$ cat src/rfsab_pkg.sv
package rfsab_pkg;

	// Command type codes carried in req_type. Codes above REQ_READ are invalid.
	localparam logic [2:0] REQ_FILL        = 3'd0;
	localparam logic [2:0] REQ_STROKE      = 3'd1;
	localparam logic [2:0] REQ_CLEAR_RECT  = 3'd2;
	localparam logic [2:0] REQ_CLEAR_FRAME = 3'd3;
	localparam logic [2:0] REQ_READ        = 3'd4;

	// Register select: bit 2 of the byte address.
	localparam logic REG_FRAME_WIDTH  = 1'b0;
	localparam logic REG_FRAME_HEIGHT = 1'b1;

	localparam logic [8:0]  FRAME_SIZE_RESET = 9'd256;
	localparam logic [31:0] OPAQUE_BLACK     = 32'hff00_0000;

	typedef struct packed {
		logic [2:0]         req_type;
		logic signed [15:0] rect_left;
		logic signed [15:0] rect_top;
		logic signed [15:0] rect_right;
		logic signed [15:0] rect_bottom;
		logic [11:0]        stroke_width;
		logic [7:0]         color_red;
		logic [7:0]         color_green;
		logic [7:0]         color_blue;
		logic [7:0]         color_alpha;
	} req_t;

	typedef enum logic [2:0] {
		ST_IDLE,
		ST_SETUP,
		ST_BASE,
		ST_WALK,
		ST_DRAIN,
		ST_READ,
		ST_DONE
	} state_t;

	// Commands from the controller to the datapath.
	typedef struct packed {
		logic latch;
		logic clip;
		logic base;
		logic walk;
		logic rd_issue;
		logic result;
	} ctrl_cmd_t;

	// Status from the datapath to the controller.
	typedef struct packed {
		logic invalid;
		logic read;
		logic in_bounds;
		logic empty;
		logic walk_last;
		logic pipe_idle;
		logic out_free;
	} dp_stat_t;

endpackage

$ cat src/rfsab_ctrl.sv
module rfsab_ctrl (
	input  logic                  clk,
	input  logic                  arst_n,
	input  logic                  in_valid,
	output logic                  in_ready,
	input  rfsab_pkg::dp_stat_t   stat,
	output rfsab_pkg::ctrl_cmd_t  cmd
);

	rfsab_pkg::state_t state_q;
	rfsab_pkg::state_t state_nxt;

	always_ff @(posedge clk or negedge arst_n) begin
		if (!arst_n) begin
			state_q <= rfsab_pkg::ST_IDLE;
		end else begin
			state_q <= state_nxt;
		end
	end

	always_comb begin
		state_nxt = state_q;
		cmd       = '0;
		in_ready  = 1'b0;
		case (state_q)
			rfsab_pkg::ST_IDLE: begin
				in_ready = 1'b1;
				if (in_valid) begin
					cmd.latch = 1'b1;
					state_nxt = rfsab_pkg::ST_SETUP;
				end
			end
			rfsab_pkg::ST_SETUP: begin
				cmd.clip  = 1'b1;
				state_nxt = rfsab_pkg::ST_BASE;
			end
			rfsab_pkg::ST_BASE: begin
				cmd.base = 1'b1;
				if (stat.invalid) begin
					state_nxt = rfsab_pkg::ST_DONE;
				end else if (stat.read) begin
					state_nxt = stat.in_bounds ? rfsab_pkg::ST_READ : rfsab_pkg::ST_DONE;
				end else if (stat.empty) begin
					state_nxt = rfsab_pkg::ST_DONE;
				end else begin
					state_nxt = rfsab_pkg::ST_WALK;
				end
			end
			rfsab_pkg::ST_WALK: begin
				cmd.walk = 1'b1;
				if (stat.walk_last) begin
					state_nxt = rfsab_pkg::ST_DRAIN;
				end
			end
			rfsab_pkg::ST_DRAIN: begin
				if (stat.pipe_idle) begin
					state_nxt = rfsab_pkg::ST_DONE;
				end
			end
			rfsab_pkg::ST_READ: begin
				cmd.rd_issue = 1'b1;
				state_nxt    = rfsab_pkg::ST_DONE;
			end
			rfsab_pkg::ST_DONE: begin
				if (stat.out_free) begin
					cmd.result = 1'b1;
					state_nxt  = rfsab_pkg::ST_IDLE;
				end
			end
			default: begin
				state_nxt = rfsab_pkg::ST_IDLE;
			end
		endcase
	end

endmodule

$ cat config.mk
export PLATFORM = sky130hd
export DESIGN_NAME = rfsab_ctrl
export DESIGN_NICKNAME = d
export VERILOG_FILES = /design/src/rfsab_pkg.sv /design/src/rfsab_ctrl.sv
export SDC_FILE = /design/constraint.sdc
export NUM_CORES = 1
export LEC_CHECK = 0
export BUFFER_PORTS_ARGS = -buffer_cell sky130_fd_sc_hd__buf_2
export CAP_MARGIN = 20
export CORE_AREA = 2 2 39 41
export CTS_BUF_LIST = sky130_fd_sc_hd__clkbuf_4
export CTS_CLUSTER_SIZE = 40
export DETAILED_ROUTE_END_ITERATION = 16
export DIE_AREA = 0 0 41 43
export GPL_TIMING_DRIVEN = 0
export MAX_ROUTING_LAYER = met4
export SLEW_MARGIN = 25
export SYNTH_ARGS = -nofsm -noshare
export SYNTH_HDL_FRONTEND = slang
export SYNTH_SLANG_ARGS = --single-unit
export TNS_END_PERCENT = 5
$ cat constraint.sdc
create_clock -name clk -period 1.8 [get_ports clk]
set_clock_uncertainty 0.15 [all_clocks]
set_input_delay 0.45 -clock clk [delete_from_list [all_inputs] [get_ports clk]]
set_output_delay 0.45 -clock clk [all_outputs]
set_load 0.05 [all_outputs]
==> impl_metrics.yaml <==
die:
  initial_utilization: 0.211
  num_rows: 14
  core-area_um2: 1380
  die-area_um2: 1760
  die_width_um: 41
  fp.dieH_um: 43
  ios: 17
grt:
  grt_pass1_wl_mm: 1.48
  grt_overflow: 0
  grt_pass1_vias: 357
  antenna_found_initial: 0
  grt_usage: 0.127
  grt_max_degree: 11
timing:
  period_share: 1.02
  period_needed_ns: 1.83
  tightest_slew_ns: 0.244
  rsz0062_at_grt: "true"
  max-slew-margin-rel: 0.838
  max_freq_mhz: 546
  final_hold_viol_count: 0
  fin_ws_ns: -0.0301
  finalSetupViolations: 2
  slew_violations: 0
power_and_ir_drop:
  seqPwrFrac: 0.121
  switching_share: 0.479
  p_switching_mw: 0.548
  vdd_drop_max_uv: 767
  powerDensity_nw_per_um2: 1950
  p_leak_nw: 0.267
  p_int_mw: 0.597
  p_clk_frac: 0.119
  comb_power_share: 0.760
placement:
  gp_congestion: 0.779
  dp_hpwl_um: 570
  dp_slack_ns: -0.0751
  port_buffers: 16
logic_synthesis:
  synthesis.area_um2: 292
  yosys_warnings: 0
  synth_top_area_share: 0.258
  yosysSeqAreaShare: 0.258
  synth_cell_types: 23
  ys_seq_elements: 3
  syn_nets: 49
  synth_top_area_cell: "dfrtp_1"
  synth_cells: 39
  synth_area_per_cell_um2: 7.48
  yosys-top-cells-area: "dfrtp_1, a21oi_1, a311oi_2"
cts:
  clkLatencyLatePin_ns: 0.24
  cts.clk_slew.worst_paths_ns: 0.04
  cts_root_buf: "clkbuf_4"
  cts_tree: "yes"
  cts_buffers: 3
  cts_buffer_depth: 2
  h-tree-depth: 1
  cts.sinks: 3
worst_setup_path:
  critical_path_class: "reg -> out"
  cp-start-kind: "flip-flop"
  ff2ff_setup_slack_ns: 0.30
  critical_path_arrival_ns: 1.23
  required_ns: 1.20
  endpoint_kind: "output pin"
  crit_fanout: 10
final_layout:
  final_common_cell: "buf_2"
  regMostFlops: "state_q"
  syn_to_final_growth_pct: 102
  layout_common_cells: "buf_2, buf_6, buf_4"
  largest_registers: "state_q (3)"
  layout-drive-gt1-share: 0.621
  n_antenna_cell: 0
  fin_util: 0.425
  finalNetCount: 77
  largest_reg_flops: 3
detailed_routing:
  via_per_inst: 4.62
  wl_um: 845
  drc_errors: 0
  drt-wirelength-per-cell_um: 10.3
  initialDrtViolationCount: 2
  firstDrtPassIters: 5
  vias: 379
  ant_nets: 0
run_status:
  violations: "setup timing"
  outcome: "finished with violations"
job:
  maxCapViolCount: 0
hold_path:
  hold_path_class: "in -> async"
-- layout make-up --
type / count / area [µm²]
Buffer: 3 / 33.8
Clock buffer: 4 / 30.0
Fill cell: 148 / 796
Inverter: 2 / 10.0
Multi-Input combinational cell: 31 / 239
Sequential cell: 3 / 76.3
Tap cell: 16 / 20.0
Timing Repair Buffer: 23 / 179
-- critical path, stage by stage (launching register included) --
cell,delay (ns)
dfrtp_2,0.42
buf_6,0.17
nor4b_4,0.21
buf_6,0.19
-- final timing paths --
| check | from | endpoint | depth (start not counted) |
|---|---|---|---|
| min reg2reg | state_q[1] | state_q[1] | 3 |
| max | state_q[2] | cmd[0] | 3 |
| max in group asynchronous | arst_n | state_q[2] | 2 |
| min | arst_n | state_q[0] | 2 |
| max reg2reg | state_q[1] | state_q[2] | 6 |
| min in group clk | stat[2] | state_q[0] | 3 |
-- cell usage after synthesis --
cell      instances
o21ai_2           1
and3_1            1
o21a_1            1
o21ai_1           2
nor2_1            4
nor3b_2           1
buf_4             1
inv_1             2
o211ai_1          1
or2_2             1
or4_1             1
nand2_1           3
nor4b_1           1
or2_1             1
nor3_1            2
o22ai_1           1
buf_2             2
o21ai_0           2
and2_1            2
nor3b_1           2
a21oi_1           3
a311oi_2          1
dfrtp_1           3
-- stage by stage --
step	instance area [µm²]	instances	TNS [ns]	hold slack (ns)	total power, mW
final	588	82	-0.0501	0.383	1.15
after global routing	588	82	-0.273	0.394	1.23
after CTS	567	82	-0.0766	0.376	1.12
after detailed placement	442	71	-0.0751	0.0958	0.807
after global placement	442	71	-0.0632	0.0941	0.804
after floorplan	342	39	-0.361	0.00441	0.692
-- power by group through the flow --
stage	registers (mW)	clock network [mW]	logic (mW)
after global placement	0.143	0	0.660
final	0.139	0.136	0.870
after floorplan	0.136	0	0.556
after global routing	0.142	0.148	0.943
after detailed placement	0.145	0	0.662
after CTS	0.138	0.142	0.836
-- what timing repair did --
item                                   4_1_cts  5_1_grt
gates resized for setup                     15        7
buffers inserted                             6        0
endpoints found under the hold margin        3        0
pin swaps                                    1        0
hold buffers                                 1        0
setup endpoints to repair                    7        7
-- metal layers --
metal  track usage  share of wire  vias up
li1              -              -      194
met1         0.192           0.45      168
met2         0.153           0.47       15
met5             -              0        -
met4        0.0600          0.012        0
met3        0.0314          0.070        2
-- kinds of logic after synthesis --
kind of cell,after synthesis,synth area share
and+or+nand+nor,19,0.382
AOI/OAI and AO/OA,12,0.275
buffers and inverters,5,0.0859
DFF,3,0.258
(Power assumes the default switching activity.)
